==> src/rtl/point_hash_lookup_or_insert_defines.svh <==
// Assertion macros for the point hash lookup-or-insert block
`ifndef POINT_HASH_LOOKUP_OR_INSERT_DEFINES_SVH
`define POINT_HASH_LOOKUP_OR_INSERT_DEFINES_SVH
`ifndef SYNTHESIS
`define PH_ASSERT(label, clk, rst_n, prop) \
  label: assert property (@(posedge clk) disable iff (!rst_n) prop) \
    else $error("assertion failed");
`define PH_ASSERT_NEXT(label, clk, rst_n, a, b) \
  label: assert property (@(posedge clk) disable iff (!rst_n) (a) |=> (b)) \
    else $error("assertion failed");
`else
`define PH_ASSERT(label, clk, rst_n, prop)
`define PH_ASSERT_NEXT(label, clk, rst_n, a, b)
`endif
`endif

==> src/rtl/phli_pkg.sv <==
// Shared types and constants for the point hash lookup-or-insert block
`default_nettype none
package phli_pkg;
  localparam int BUCKETS    = 1024;
  localparam int ENTRIES    = 4096;
  localparam int COORD_BITS = 16;
  localparam int BKT_BITS   = $clog2(BUCKETS);
  localparam int IDX_BITS   = $clog2(ENTRIES);
  localparam int NUM_BITS   = $clog2(ENTRIES + 1);
  localparam int CNT_BITS   = 11;
  localparam logic [31:0] GOLDEN_FIX = 32'h9E3779B9;

  typedef struct packed {
    logic [COORD_BITS-1:0] x_coord;
    logic [COORD_BITS-1:0] y_coord;
  } in_word_t;

  typedef struct packed {
    logic [NUM_BITS-1:0] node_number;
    logic                created;
    logic                full_res;
  } out_word_t;

  typedef struct packed {
    logic [COORD_BITS-1:0] x_coord;
    logic [COORD_BITS-1:0] y_coord;
    logic [BKT_BITS-1:0]   bucket;
  } job_t;
endpackage
`default_nettype wire

==> src/rtl/phli_front.sv <==
// Front end: Cantor key, multiplicative hash and bucket selection, pipelined
`default_nettype none
module phli_front (
  input  wire logic                        clk,
  input  wire logic                        rst_n,
  input  wire logic [phli_pkg::CNT_BITS-1:0] bucket_count,
  input  wire logic                        in_valid,
  output logic                             in_stall,
  input  wire phli_pkg::in_word_t          in_data,
  output logic                             job_valid,
  input  wire logic                        job_stall,
  output phli_pkg::job_t                   job_data
);
  localparam int CB = phli_pkg::COORD_BITS;
  localparam int SB = CB + 1;
  localparam int BB = phli_pkg::BKT_BITS;
  localparam int CNT_BITS_L = phli_pkg::CNT_BITS;

  // stage registers
  logic          v1_r, v2_r, v3_r, v4_r;
  logic [CB-1:0] x1_r, y1_r, x2_r, y2_r, x3_r, y3_r, x4_r, y4_r;
  logic [SB-1:0] a1_r, b1_r;
  logic [31:0]   key2_r, frac3_r;
  logic [BB-1:0] bkt4_r;
  logic          adv;
  logic [SB-1:0] s, a_nxt, b_nxt;
  logic [2*SB-1:0] tri_w;
  logic [63:0]   fprod;
  logic [42:0]   bprod;
  logic [CNT_BITS_L-1:0] bc_sat;
  logic [BB:0]   bfull;

  assign adv      = !(v4_r && job_stall);
  assign in_stall = !adv;

  // split the triangle product into its even half and odd factor
  always_comb begin
    s = SB'(in_data.x_coord) + SB'(in_data.y_coord);
    if (!s[0]) begin
      a_nxt = s >> 1;
      b_nxt = s + SB'(1);
    end else begin
      a_nxt = s;
      b_nxt = (s + SB'(1)) >> 1;
    end
    tri_w  = a1_r * b1_r;
    fprod  = key2_r * phli_pkg::GOLDEN_FIX;
    bc_sat = (bucket_count > CNT_BITS_L'(phli_pkg::BUCKETS)) ?
             CNT_BITS_L'(phli_pkg::BUCKETS) : bucket_count;
    bprod  = frac3_r * 43'(bc_sat);
    bfull  = (BB+1)'(bprod[42:32]);
    if (bprod[42:32] >= 11'(phli_pkg::BUCKETS)) bfull = (BB+1)'(phli_pkg::BUCKETS - 1);
  end

  // advance the pipeline
  always_ff @(posedge clk) begin
    if (!rst_n) begin
      v1_r <= 1'b0; v2_r <= 1'b0; v3_r <= 1'b0; v4_r <= 1'b0;
    end else if (adv) begin
      v1_r <= in_valid; v2_r <= v1_r; v3_r <= v2_r; v4_r <= v3_r;
    end
  end

  always_ff @(posedge clk) begin
    if (adv) begin
      x1_r <= in_data.x_coord; y1_r <= in_data.y_coord;
      a1_r <= a_nxt; b1_r <= b_nxt;
      x2_r <= x1_r; y2_r <= y1_r;
      key2_r <= 32'(tri_w) + 32'(y1_r);
      x3_r <= x2_r; y3_r <= y2_r;
      frac3_r <= fprod[31:0];
      x4_r <= x3_r; y4_r <= y3_r;
      bkt4_r <= bfull[BB-1:0];
    end
  end

  assign job_valid = v4_r;
  assign job_data  = '{x_coord: x4_r, y_coord: y4_r, bucket: bkt4_r};
endmodule
`default_nettype wire

==> config.mk <==
export PLATFORM = sky130hd
export DESIGN_NAME = phli_front
export DESIGN_NICKNAME = d
export VERILOG_FILES = /design/src/rtl/point_hash_lookup_or_insert_defines.svh /design/src/rtl/phli_pkg.sv /design/src/rtl/phli_front.sv
export SDC_FILE = /design/constraint.sdc
export NUM_CORES = 2
export LEC_CHECK = 0
export BUFFER_PORTS_ARGS = -buffer_cell sky130_fd_sc_hd__buf_2
export CORE_MARGIN = 5
export CORE_UTILIZATION = 50
export DETAILED_ROUTE_END_ITERATION = 6
export GPL_ROUTABILITY_DRIVEN = 1
export PLACE_DENSITY = 0.67
export SYNTH_ARGS = -nofsm -noshare
export SYNTH_HDL_FRONTEND = slang
export SYNTH_SLANG_ARGS = --single-unit
==> constraint.sdc <==
create_clock -name clk -period 8.35 [get_ports clk]
set_input_delay 0 -clock clk [delete_from_list [all_inputs] [get_ports clk]]
set_output_delay 0 -clock clk [all_outputs]
set_load 0.1 [all_outputs]
Word level (Yosys, flattened, before mapping)
Cells that the tools add are included.
Widths: inputs -> output; s select.
Word-level totals
  register bits after elaboration: 240
  output and inout bits: 44
Operators by class
  add/subtract/negate cells: 3
  muxes and demuxes: 3
  reductions and logical operators: 1
  multipliers: 3
  magnitude comparators: 2
Operator list (count)
  $mul 32x11->43: 1
  $add 32x16->32: 1
  $mul 17x17->32: 1
  $mul 32x32->32 const B: 1
  $mux 16: 2
  $add 16x16->17: 1
  $add 17x1->17 const B: 1
  $ge 11x11->1 const B: 1
  $gt 11x11->1 const B: 1
  $mux 11: 1
  $logic_and 1x1->1: 1

Longest topological paths before layout
  depth in word-level cells: 4
  gate-level depth with buffers: 24
  mapped depth without buffers: 24

Worst setup path before layout
No wires, ideal clock.
  kind: register to register
  from: register v4_r (netlist: job_valid)
  to: register v4_r (netlist: job_valid)
  path buffers: 0
  required time: 8.222 ns
  cell stages (with the launch flop): 4
  arrival: 9.132 ns
  setup time: 0.128 ns
  path slack: -0.910 ns
  path through: dfxtp_1 > nand2_1 > inv_1 > o21a_1
Between the ends
  word-level cells in the longest chain between the ends: 1
RTL lines
  from (decl): RTL line phli_front.sv:20  | logic v1_r, v2_r, v3_r, v4_r;
  from (signal assigned): RTL line phli_front.sv:60  | v1_r <= in_valid; v2_r <= v1_r; v3_r <= v2_r; v4_r <= v3_r;
  $logic_and 1x1->1: RTL line phli_front.sv:33  | assign adv = !(v4_r && job_stall);
  via in_stall: RTL line phli_front.sv:8  | output logic in_stall,
The timed path passes the listed nets, and every way through them passes these cells.
A chain may end at the register's enable or synchronous reset.

Final worst setup path
  from: register key2_r[7]
  to: register frac3_r[28], data pin
Between the ends
  word-level cells in the longest chain between the ends: 1
RTL lines
  from (decl): RTL line phli_front.sv:23  | logic [31:0] key2_r, frac3_r;
  from (signal assigned): RTL line phli_front.sv:69  | key2_r <= 32'(tri_w) + 32'(y1_r);
  $mul 32x32->32: RTL line phli_front.sv:47  | fprod = key2_r * phli_pkg::GOLDEN_FIX;
  via fprod[28]: RTL line phli_front.sv:28  | logic [63:0] fprod;
  to (signal assigned): RTL line phli_front.sv:71  | frac3_r <= fprod[31:0];
  to (decl): RTL line phli_front.sv:23
The timed path passes the listed nets, and every way through them passes these cells.

==> results.json <==
{
  "finalCritPeriodShare": 0.853,
  "n_fill_cell": 6598,
  "met3_usage": 0.0248,
  "maxCapViolations": 0,
  "place_congestion": 0.949,
  "post_drt_via_cell_ratio": 5.16,
  "ctsResizeCount": 0,
  "grt_max_degree": 107,
  "cts_htree_levels": 1,
  "drc": 0,
  "multi_input_area_um2": 26800,
  "dpl.hpwl_mm": 67.3,
  "endpoint_kind": "flop",
  "synth-edff-count": 236,
  "fmax_ghz": 0.140,
  "yosysSeqAreaShare": 0.191,
  "relSlewSlack": 0.292,
  "grtUsageTotal": 0.213,
  "grt_pass1_vias": 26100,
  "gr-total-overflow": 0,
  "insertion_delay_ps": 570,
  "synth.distinct_cells": 69,
  "clk_path_buf_depth": 3,
  "finalSetupViolations": 0,
  "drv_slew": 0,
  "hold_path.class": "input port to flop",
  "ys_ff_latch": 240,
  "fin_tns_setup_ps": 0,
  "ios": 91,
  "ys.warnings.count": 0,
  "port_buffers": 90,
  "clock-sinks": 240,
  "syn_avg_cell_area_um2": 10.5,
  "layout-drive-gt1-share": 0.0460,
  "grt-busiest-layer": "met2",
  "dr_total_vias": 23800,
  "drt-wirelength-per-cell_um": 17.9,
  "diodes": 0,
  "root_buffer": "clkbuf_16",
  "syn-cell-area_um2": 37600,
  "die_area_um2": 80800,
  "fin_skew_ps": 10.5,
  "rsz0062_at_grt": "false",
  "crit_type": "flop to flop",
  "ant_nets": 0,
  "path_clk_slew_ps": 70,
  "antenna_found_initial": 1,
  "die_y_um": 284,
  "critPathRequiredTime_ps": 8670,
  "cp.arrival_ps": 7440,
  "rows": 100,
  "hold_violations": 0,
  "synthArstFlopShare": 0,
  "tritoncts": "done",
  "regArea_um2": 7170,
  "status": "complete, no violations",
  "critical_path.max_fanout": 9,
  "use_met1": 0.281,
  "cts_buffers": 26,
  "finalNetCount": 4808,
  "grt_pass1_wl_mm": 138,
  "area_growth_pct": 7.04,
  "tightest_slew_ps": 1060,
  "die_x_um": 284,
  "core-area_um2": 74600,
  "synth_nets": 4752,
  "wl_mm": 82.8,
  "critPathLaunchType": "flop",
  "drt_first_pass_iters": 5,
  "start_util": 0.504,
  "synth_ff_type": "edfxtp_1",
  "fin_crit_ps": 7120,
  "drt_iter0_markers": 1293,
  "grt_use_met2": 0.369,
  "synthCells": 3574
}
[cells by family (layout without fill, tap and decap cells)]
kind of cell	count (synthesis)	count (layout)	share of synthesized area
buffers and inverters	992	1067	0.0991
adder cells (fa/ha/maj)	1131	1131	0.523
AND/OR/NAND/NOR	827	827	0.113
multiplexers	5	5	0.00146
XOR/XNOR	120	120	0.0279
AO/OA/AOI/OAI	259	259	0.0444
flip-flops	240	240	0.191
[critical path, stage by stage, from the launching register on]
cell      delay (ps)
edfxtp_1         690
fa_1             530
fa_1             400
fa_1             460
fa_1             490
inv_1             50
fa_1             500
inv_1             50
fa_1             490
fa_1             490
inv_1             50
fa_1             470
inv_1             40
ha_1             330
a21o_1           200
a21o_1           180
a221o_1          340
a21oi_1          320
o21ai_1          210
a211o_1          330
a21oi_1          180
xnor2_1           80
[area by class of cell]
type / instances / area share
multi-input combinational: 2342 / 0.665
sequential: 240 / 0.178
inverter: 886 / 0.0826
tap: 969 / 0.0301
timing repair buffer: 134 / 0.0215
clock buffer: 29 / 0.0164
clock inverter: 18 / 0.00594
[cell usage after synthesis (all sizes together), types with 7 or more instances]
| cell | count | area [µm²] |
|---|---|---|
| nand2b | 15 | 93.8 |
| ha | 394 | 4930 |
| and3 | 12 | 85.1 |
| and2 | 351 | 2200 |
| nand2 | 346 | 1300 |
| xnor2 | 86 | 753 |
| a21oi | 78 | 390 |
| a21boi | 8 | 60.1 |
| clkbuf | 105 | 394 |
| nor2b | 18 | 113 |
| edfxtp | 236 | 7090 |
| fa | 737 | 14800 |
| o21a | 15 | 113 |
| inv | 885 | 3320 |
| nor2 | 36 | 135 |
| xor2 | 34 | 298 |
| nand3 | 9 | 50.1 |
| o21ai | 55 | 275 |
| and4 | 7 | 61.3 |
| nand4 | 7 | 50.1 |
| a211oi | 7 | 57.6 |
| o21bai | 13 | 97.6 |
| nor3 | 7 | 40.0 |
| a21o | 34 | 255 |
[stage by stage]
stage	utilization	hold WS (ps)	instances	setup WS, ps	instance area, µm²
finish	0.540	170	4618	1230	40300
global route	0.540	143	4618	925	40300
CTS	0.540	134	4618	1230	40300
detailed placement	0.523	201	4537	1250	39000
global placement	0.523	196	4537	1410	39000
floorplan	-	98.9	3574	1760	37600
[per-layer routing]
layer	share of wire	vias up
met2	0.50	490
li1	-	11000
met5	0.00016	-
met1	0.42	12200
met4	0.039	2
met3	0.039	142
[registers in the layout, indices dropped and copies added, names as in the netlist, 17 cells and up]
register	flops
key2_r	32
b1_r	17
frac3_r	32
a1_r	17
[cells in the final DEF, fill, tap and decap left out, types with 7 or more instances in the layout]
| cell type | n |
|---|---|
| a21oi_1 | 78 |
| and4_1 | 7 |
| xnor2_1 | 86 |
| xor2_1 | 34 |
| and3_1 | 10 |
| buf_4 | 10 |
| a21o_1 | 34 |
| o21bai_1 | 13 |
| dlygate4sd3_1 | 34 |
| buf_2 | 90 |
| edfxtp_1 | 236 |
| inv_1 | 885 |
| nor2b_1 | 9 |
| a21boi_0 | 8 |
| clkbuf_16 | 26 |
| fa_1 | 737 |
| o21ai_1 | 10 |
| o21ai_0 | 45 |
| ha_1 | 394 |
| nand3_1 | 8 |
| nand2_1 | 345 |
| and2_1 | 351 |
| nor2_1 | 36 |
| o21a_1 | 15 |
| nand2b_1 | 15 |
[final timing paths]
kind / endpoint / slack, ps / cells after the start / start
min reg2reg: y3_r[6]$_DFFE_PN_ / 420 / 0 / y2_r[6]$_DFFE_PN_
min: x1_r[15]$_DFFE_PN_ / 170 / 2 / in_data[31]
max: frac3_r[28]$_DFFE_PN_ / 1230 / 21 / key2_r[7]$_DFFE_PN_
max reg2reg: frac3_r[28]$_DFFE_PN_ / 1230 / 21 / key2_r[7]$_DFFE_PN_
[timing repair]
action,in CTS,in global routing
setup buffers,0,0
hold endpoints to repair,36,0
hold buffers,34,0
Power is not shown: default switching activity piles up to over one toggle a cycle in this logic, so the estimate is an artifact.
