File: config.mk
export PLATFORM = sky130hd
export DESIGN_NAME = phli_queue
export DESIGN_NICKNAME = d
export VERILOG_FILES = /design/src/rtl/point_hash_lookup_or_insert_defines.svh /design/src/rtl/phli_pkg.sv /design/src/rtl/phli_queue.sv
export SDC_FILE = /design/constraint.sdc
export NUM_CORES = 1
export LEC_CHECK = 0
export ABC_CLOCK_PERIOD_IN_PS = 6500
export BUFFER_PORTS_ARGS = -buffer_cell sky130_fd_sc_hd__buf_2
export CAP_MARGIN = 15
export CORE_ASPECT_RATIO = 1.25
export CORE_UTILIZATION = 60
export CTS_BUF_LIST = sky130_fd_sc_hd__clkbuf_8
export CTS_CLUSTER_SIZE = 20
export DETAILED_ROUTE_END_ITERATION = 12
export HOLD_SLACK_MARGIN = 0.15
export PLACE_DENSITY = 0.94
export RECOVER_POWER = 50
export SLEW_MARGIN = 10
export SYNTH_ARGS = -nofsm -noshare
export SYNTH_HDL_FRONTEND = slang
export SYNTH_SLANG_ARGS = --single-unit
File: constraint.sdc
create_clock -name clk -period 6.5 [get_ports clk]
set_clock_uncertainty 0.05 [all_clocks]
set_input_delay 1.3 -clock clk [delete_from_list [all_inputs] [get_ports clk]]
set_output_delay 1.3 -clock clk [all_outputs]
set_load 0.01 [all_outputs]
File: src/rtl/point_hash_lookup_or_insert_defines.svh
// Assertion macros for the point hash lookup-or-insert block
`ifndef POINT_HASH_LOOKUP_OR_INSERT_DEFINES_SVH
`define POINT_HASH_LOOKUP_OR_INSERT_DEFINES_SVH
`ifndef SYNTHESIS
`define PH_ASSERT(label, clk, rst_n, prop) \
  label: assert property (@(posedge clk) disable iff (!rst_n) prop) \
    else $error("assertion failed");
`define PH_ASSERT_NEXT(label, clk, rst_n, a, b) \
  label: assert property (@(posedge clk) disable iff (!rst_n) (a) |=> (b)) \
    else $error("assertion failed");
`else
`define PH_ASSERT(label, clk, rst_n, prop)
`define PH_ASSERT_NEXT(label, clk, rst_n, a, b)
`endif
`endif

File: src/rtl/phli_pkg.sv
// Shared types and constants for the point hash lookup-or-insert block
`default_nettype none
package phli_pkg;
  localparam int BUCKETS    = 1024;
  localparam int ENTRIES    = 4096;
  localparam int COORD_BITS = 16;
  localparam int BKT_BITS   = $clog2(BUCKETS);
  localparam int IDX_BITS   = $clog2(ENTRIES);
  localparam int NUM_BITS   = $clog2(ENTRIES + 1);
  localparam int CNT_BITS   = 11;
  localparam logic [31:0] GOLDEN_FIX = 32'h9E3779B9;

  typedef struct packed {
    logic [COORD_BITS-1:0] x_coord;
    logic [COORD_BITS-1:0] y_coord;
  } in_word_t;

  typedef struct packed {
    logic [NUM_BITS-1:0] node_number;
    logic                created;
    logic                full_res;
  } out_word_t;

  typedef struct packed {
    logic [COORD_BITS-1:0] x_coord;
    logic [COORD_BITS-1:0] y_coord;
    logic [BKT_BITS-1:0]   bucket;
  } job_t;
endpackage
`default_nettype wire

File: src/rtl/phli_queue.sv
// Short queue between the hashing front end and the chain walker
`default_nettype none
module phli_queue (
  input  wire logic           clk,
  input  wire logic           rst_n,
  input  wire logic           wr_valid,
  output logic                wr_stall,
  input  wire phli_pkg::job_t wr_data,
  output logic                rd_valid,
  input  wire logic           rd_stall,
  output phli_pkg::job_t      rd_data
);
  localparam int DEPTH = 4;
  localparam int PB = $clog2(DEPTH);
  phli_pkg::job_t mem_r [DEPTH];
  logic [PB-1:0] wp_r, rp_r;
  logic [PB:0] cnt_r;
  logic push, pop;

  assign wr_stall = (cnt_r == (PB+1)'(DEPTH));
  assign rd_valid = (cnt_r != '0);
  assign rd_data  = mem_r[rp_r];
  assign push     = wr_valid && !wr_stall;
  assign pop      = rd_valid && !rd_stall;

  // store incoming word
  always_ff @(posedge clk) begin
    if (push) mem_r[wp_r] <= wr_data;
  end

  // move pointers and fill count
  always_ff @(posedge clk) begin
    if (!rst_n) begin
      wp_r <= '0; rp_r <= '0; cnt_r <= '0;
    end else begin
      if (push) wp_r <= wp_r + PB'(1);
      if (pop)  rp_r <= rp_r + PB'(1);
      cnt_r <= cnt_r + (PB+1)'(push) - (PB+1)'(pop);
    end
  end
endmodule
`default_nettype wire

# After elaboration in Yosys (flattened, before gate mapping)
# Memory sizes are Yosys's and may differ from the RTL's. A register that Yosys moved wholly into a read port is not among the register bits.
# Cells that the tools add are included.
[totals] regBits=7 latchBits=0 mem_bits_rw=168 mem_bits_ro=0 input_bits=46 wordCells=18 memories=1
[memory_table] name="mem_r" depth=4 word_bits=42 read_ports=1 rd_ports_with_merged_regs=1 write_ports=1 line_no="phli_queue.sv:15" rtl="phli_pkg::job_t mem_r [DEPTH];"
[op_classes] n_addsub=4 multipliers=0 div_mod_pow=0 n_lt_le_gt_ge=0 eq_ne=1 shift=0 mux=4 bitwise=0 n_reduce_logical=5
[ops] operator="2-bit by 1-bit adder with 2-bit output, second input constant" n=2
[ops] operator="2-bit 2-to-1 mux" n=2
[ops] operator="3-bit by 1-bit adder with 3-bit output" n=1
[ops] operator="3-bit equality test, second input constant" n=1
[ops] operator="3-bit nonzero test" n=1
[ops] operator="3-bit by 1-bit subtractor with 3-bit output" n=1
[ops] operator="1-bit logical AND" n=2
[ops] operator="1-bit logical NOT" n=2
[ops] operator="1-bit 2-to-1 mux" n=2

# Depth between registers and ports, before layout
# Gate-level depths: netlist of run 1.
[depth] ltp_word=5 depth_mapped=12 depth_no_buf=11

# Worst setup path before layout of run 1
# No wires, ideal clock.
[synth_timing] kind="input-to-reg" startpoint="in wr_valid" endpoint="mem mem_r[0][0] (netlist name) (enable)" setup_ns=0.404 arrival_ns=2.598 t_required_ns=6.046 setup_slack_ns=3.449 stages=3 path_buffers=1 path_cell_list="nor2b_1 buf_2 and2_1"
[synth_via] elab_chain_len=3
[synth_rtl] item="from (decl)" line_no="phli_queue.sv:6" rtl="input wire logic wr_valid,"
[synth_rtl] item="1-bit logical AND" line_no="phli_queue.sv:23" rtl="assign push = wr_valid && !wr_stall;"
[synth_rtl] item="1-bit 2-to-1 mux" line_no="phli_queue.sv:28" rtl="if (push) mem_r[wp_r] <= wr_data;"
[synth_rtl] item="1-bit 2-to-1 mux (not written as such)" line_no="phli_queue.sv:28"
[synth_rtl] item="to (decl)" line_no="phli_queue.sv:15"
# No other way between the ends.

# Worst setup path in the final report of run 1
[layout_timing] startpoint="in wr_valid" endpoint="mem mem_r[0][9] (netlist name) (enable)"
# The elaborated chain is that of the path after synthesis.

==> run metrics, run 1 <==
Syn Std Cell Area ~0.0066 sq mm; adder-cell share of the synthesized area 1.44%; Final Hold Violating Endpoints 0; CP Max Fanout 42; gr usage total 20.2%; first-pass GRT wire length 15900 microns; Root Buffer clkbuf_8; worst setup margin 2.31 ns; commonest cells in the netlist edfxtp_1 (168), mux4_2 (40), dfxtp_1 (9); Crit path arrival time 4.12 ns; # Post-CTS Setup Buffers 0; synth warn 0; hold depth 2; leakage 2.43 nW; port buffer count 89; core area 0.0107 sq mm; num rows 42; XOR/XNOR Fraction of Synth Area 0.266%; Routed WL between 10000 and 15000 microns; 1st-pass router iterations 5; area grow syn2layout 13.1%; Worst R2R Path Depth 3; slowest stage delay, CP approximately 2.3 ns; slew margin rel. -103%; HP Class reg2reg; CTS Hold Bufs 0; RSZ-0062 raised after global routing no; Peak VDD IR 180 uV; Compound-Gate Fraction of Synth Area 0.303%; CTS tree built; global route overflow 0; Num CTS Buffers 17; CP startpoint kind input port; Gate Count Post-Synth 271; post_cts resized 0; failing checks capacitance limit, slew limit; run status finished, violations left; Final ANT Viol Nets 0; Via Count 2954; Layout Nets between 400 and 500; largest net degree at the start of global routing 43; Crit. End Element register; final cell utilization of the core 70.0%; most instantiated library cell after synthesis edfxtp_1; CTS max path bufs 2; DP Worst Slack just over 3 ns; Post-Synth Simple-Gate Area roughly 1.7%; H-tree levels 4; post-synth top area share between 70% and 80%; cells taking the most area after synthesis edfxtp_1 (76%), mux4_2 (14%), dfxtp_1 (2.7%); starting density of the core 61.8%; syn_area_per_cell ~24 sq um; Post-synth EDFFs 168; Avg WL per Cell 20.8 microns; initial antenna violation count 0; Die Ht 119 microns; largest family of logic cells by synthesized area multiplexers; Inserted Diodes 0; share of cells above drive strength 1 30.5%; Post-DP HPWL 6640 microns; Period minus WS final 4.19 ns; synthesis-stage register bit count 177; crit share post-route 64.5%; Die Footprint 0.0114 sq mm; Slew @ Worst Pin 3.04 ns; post-synth net total between 300 and 400; Sink Count approximately 180; area leader, netlist edfxtp_1; WHS 0.466 ns; worst skew pair latency 0.43 ns; DR vias/cell 5.77; critical path class in2reg; post-synthesis sequential area ratio about 79%; die width 95.8 microns; mux cell area share after synthesis between 10 and 15%; vias in the first global route about 3.1k; Setup Viol. Count Final 0; Remaining DRCs 0; GPL Wtd Cong 0.695; Max Cap Viol 3; Clock transition at path regs 0.08 ns; critical-path cell list buf_2, nor2b_1, and2_0; Cell Pwr Density 371 mW/mm^2; CP max stage cell and2_0; Slew Limit Fails about 130; Critical Path RT approximately 6.4 ns; io pins 90; highest clock rate 239 MHz; Synth Flop Type edfxtp_1; Synth cell types 24; r2r setup slk 2.74 ns; DR iter-0 viols 135; Fin Setup TNS 0 ns; async set-or-reset flop fraction in the synthesized netlist 0%
[state kept, by name (all words and copies together) (netlist names), named ones only]
signal / count
wp_r: 2
rp_r: 2
cnt_r: 3
mem_r: 168
[final timing paths]
check,start,end
worst min register to register,rp_r[1],register
worst min-delay path,rp_r[1],register
worst max register to register,cnt_r[1],mem_r[0][9]
worst max-delay path,wr_valid,mem_r[0][9]
[per-stage QoR]
step	power [mW]	instance area [sq um]	cells
finish	2.77	7460	512
global route	2.88	7460	512
CTS	2.80	7530	512
detailed placement	2.01	7090	480
global placement	1.98	7090	480
floorplan	1.84	6600	271
[placed cells by master (no fill, tap or decap), drive strengths merged, types with 3 or more instances in the layout]
| cell type | count |
|---|---|
| mux4 | 42 |
| dfxtp | 9 |
| inv | 8 |
| and2 | 6 |
| edfxtp | 168 |
| bufinv | 5 |
| clkbuf | 60 |
| nand2 | 5 |
| mux2i | 3 |
| ha | 6 |
| clkinv | 6 |
| buf | 46 |
[routing by layer]
metal	GRT usage, %	wire length, microns	share of wire (%)
met3	6.00	650	6.1
met1	23.1	3990	37
met5	0	0	0
met4	10.2	153	1.4
met2	34.2	5860	55
[layout make-up]
type                            instances  area [sq um]
Sequential cell                       177          5230
Fill cell                             641          3200
Multi-Input combinational cell         76          1220
Timing Repair Buffer                   89           392
Clock buffer                           17           234
Clock inverter                         15           199
Tap cell                              132           165
Inverter                                6          22.5
[worst max-delay path, delay by kind of cell]
family	cells	cell delay (ns)
buffers and inverters	1	0.07
AND/OR/NAND/NOR	2	2.72
[logic make-up after synthesis]
| logic type | Yosys count |
|---|---|
| AOI/OAI and AO/OA | 3 |
| xor gates and xnor gates | 2 |
| adders and majority gates | 7 |
| buffers and inverters | 18 |
| DFF | 177 |
| muxes | 45 |
| and+or+nand+nor | 19 |
[power by group]
group	switching, mW	internal [mW]
Sequential	0.0949	1.39
Combinational	0.232	0.255
Clock	0.346	0.448
Total	0.673	2.10
(Power assumes the default switching activity.)
==> inputs of run 2 (changes only) <==
ABC_CLOCK_PERIOD_IN_PS = 3700   (was 6500)
CORE_UTILIZATION = 53   (was 60)
PLACE_DENSITY = 0.88   (was 0.94)
clock period = 3.7 ns   (was 6.5 ns; I/O delays follow)
==> run 2 against run 1 <==
Net effect:
- via count down 1.3%
- combinational power up 88%
- critical path depth unchanged
- sequential power up 71%
- critical endpoint is now rd_data[2]
- largest power group unchanged
- first-iteration DRC count down 2.2%
- register-to-register slack worse by 1.9 ns
- total power up 72%
- flip-flop and latch count unchanged
- clock power up 65%
- final area up 1.2%
- the flow still finishes with violations (capacitance limit, slew limit)
==> run metrics, run 2 (synthesis gave the netlist of run 1 again) <==
Via Count 2915; CTS Hold Bufs 0; commonest non-fill, non-tap cell in the layout edfxtp_1; starting density of the core 54.2%; run status finished, violations left; HP Class reg2reg; die width 102 microns; largest net degree at the start of global routing 43; RSZ-0062 raised after global routing no; Final ANT Viol Nets 0; Clock transition at path regs about 0.090 ns; global route overflow 0; core area 0.0122 sq mm; Slew Limit Fails 22; Final Hold Violating Endpoints 0; port buffer count 89; Peak VDD IR around 320 uV; share of cells above drive strength 1 32.5%; Hold Crit Start rp_r[1]; worst setup margin 0.731 ns; Largest Register mem_r; # fillers between 800 and 900; num rows 45; 1st-pass router iterations 4; CP startpoint kind register; Avg WL per Cell 18.5 microns; DR vias/cell 5.28; leakage 2.47 nW; Layout Nets around 430; Sink Count 177; Fin Setup TNS 0 ns; failing checks capacitance limit, slew limit; crit share post-route between 80% and 90%; CTS tree built; H-tree levels 4; Setup Viol. Count Final 0; Period minus WS final around 3.0 ns; io pins 90; initial antenna violation count 0; Remaining DRCs 0; max reg flops 168; Num CTS Buffers 17; most frequent cells in the layout edfxtp_1 (168), buf_2 (46), clkbuf_1 (43), mux4_2 (40), clkbuf_8 (19); area grow syn2layout 14.5%; critical path class reg2out; Crit path arrival time 2.18 ns; Root Buffer clkbuf_8; CP Max Fanout 29; Routed WL roughly 10000 microns; Post-DP HPWL 6380 microns; GPL Wtd Cong 0.710; Cell Pwr Density 631 mW/mm^2; Crit. End Element output port; gr usage total 17.7%; Max Cap Viol 1; first-pass GRT wire length 16200 microns; R2R Path Start cnt_r[1]; hold endpoint rp_r[1]; r2r setup slk between 0.8 and 0.9 ns; top flop regs mem_r: 168 flops, cnt_r: 3 flops; Die Ht 127 microns; vias in the first global route 3079; Inserted Diodes 0; hold depth 2; Critical Path RT 2.91 ns; slew margin rel. -9.36%; Slew @ Worst Pin about 1.6 ns; Worst R2R Path Depth 4; highest clock rate 337 MHz; worst skew pair latency 0.44 ns; post_cts resized 0; DP Worst Slack 0.867 ns; DR iter-0 viols 132; reg2reg end mem_r[3][13]; CTS max path bufs 2; # Post-CTS Setup Buffers 0; Die Footprint 0.0129 sq mm
[run 2: changes by cell type in the layout (fill, tap and decap cells not counted)]
cell	delta
clkinv_1	-3
clkinv_2	-1
inv_1	+2
buf_12	+1
clkinv_4	+2
and2_0	-1
clkbuf_8	+2
buf_4	+7
bufinv_16	-2
and2_2	+1
[run 2: metal layers]
layer,routed length (microns),track usage (%),up-vias,share of wire [%]
met2,5290,28.7,81,52
met1,4080,21.1,1491,40
met5,0,0,-,0
li1,-,-,1327,-
met4,212,7.93,0,2.1
met3,615,6.67,16,6.0
[run 2: worst max-delay path, cell delays in order (launching register included)]
cell,delay (ns)
dfxtp_4,0.73
buf_4,0.30
mux4_2,0.54
buf_2,0.16
[run 2: worst max-delay path by stage]
stage               slack [ns]           to      from  cells past startpoint
global route              0.56  rd_data[22]  register                      3
floorplan                 1.21  mem_r[0][0]  wr_valid                      3
global placement          1.00     cnt_r[2]  wr_valid                     11
detailed placement        0.87     cnt_r[2]  wr_valid                     11
CTS                       0.64   rd_data[2]  register                      3
finish                    0.73   rd_data[2]  register                      3
[run 2: power by group]
part	switching [mW]	internal, mW	total (mW)
Clock	0.615	0.693	1.31
Sequential	0.119	2.43	2.55
Combinational	0.449	0.466	0.915
[run 2: cell type report]
cell class | instances | area (sq um) | share of cell area (%)
Sequential cell | 177 | 5230 | 69.2
Multi-Input combinational cell | 76 | 1220 | 16.2
Timing Repair Buffer | 97 | 464 | 6.14
Clock buffer | 19 | 262 | 3.46
Tap cell | 164 | 205 | 2.72
Clock inverter | 13 | 148 | 1.95
Inverter | 6 | 22.5 | 0.298
[run 2: metrics by stage]
step	std cells	power [mW]	hold WS, ns	area, sq um	util (%)
3_5_place_dp	520	3.54	0.413	7210	59.3
6_report	552	4.77	0.432	7550	62.1
4_1_cts	552	4.84	0.425	7620	62.6
5_1_grt	552	4.99	0.479	7550	62.1
2_1_floorplan	271	3.24	0.395	6600	-
3_3_place_gp	520	3.51	0.401	7210	59.3
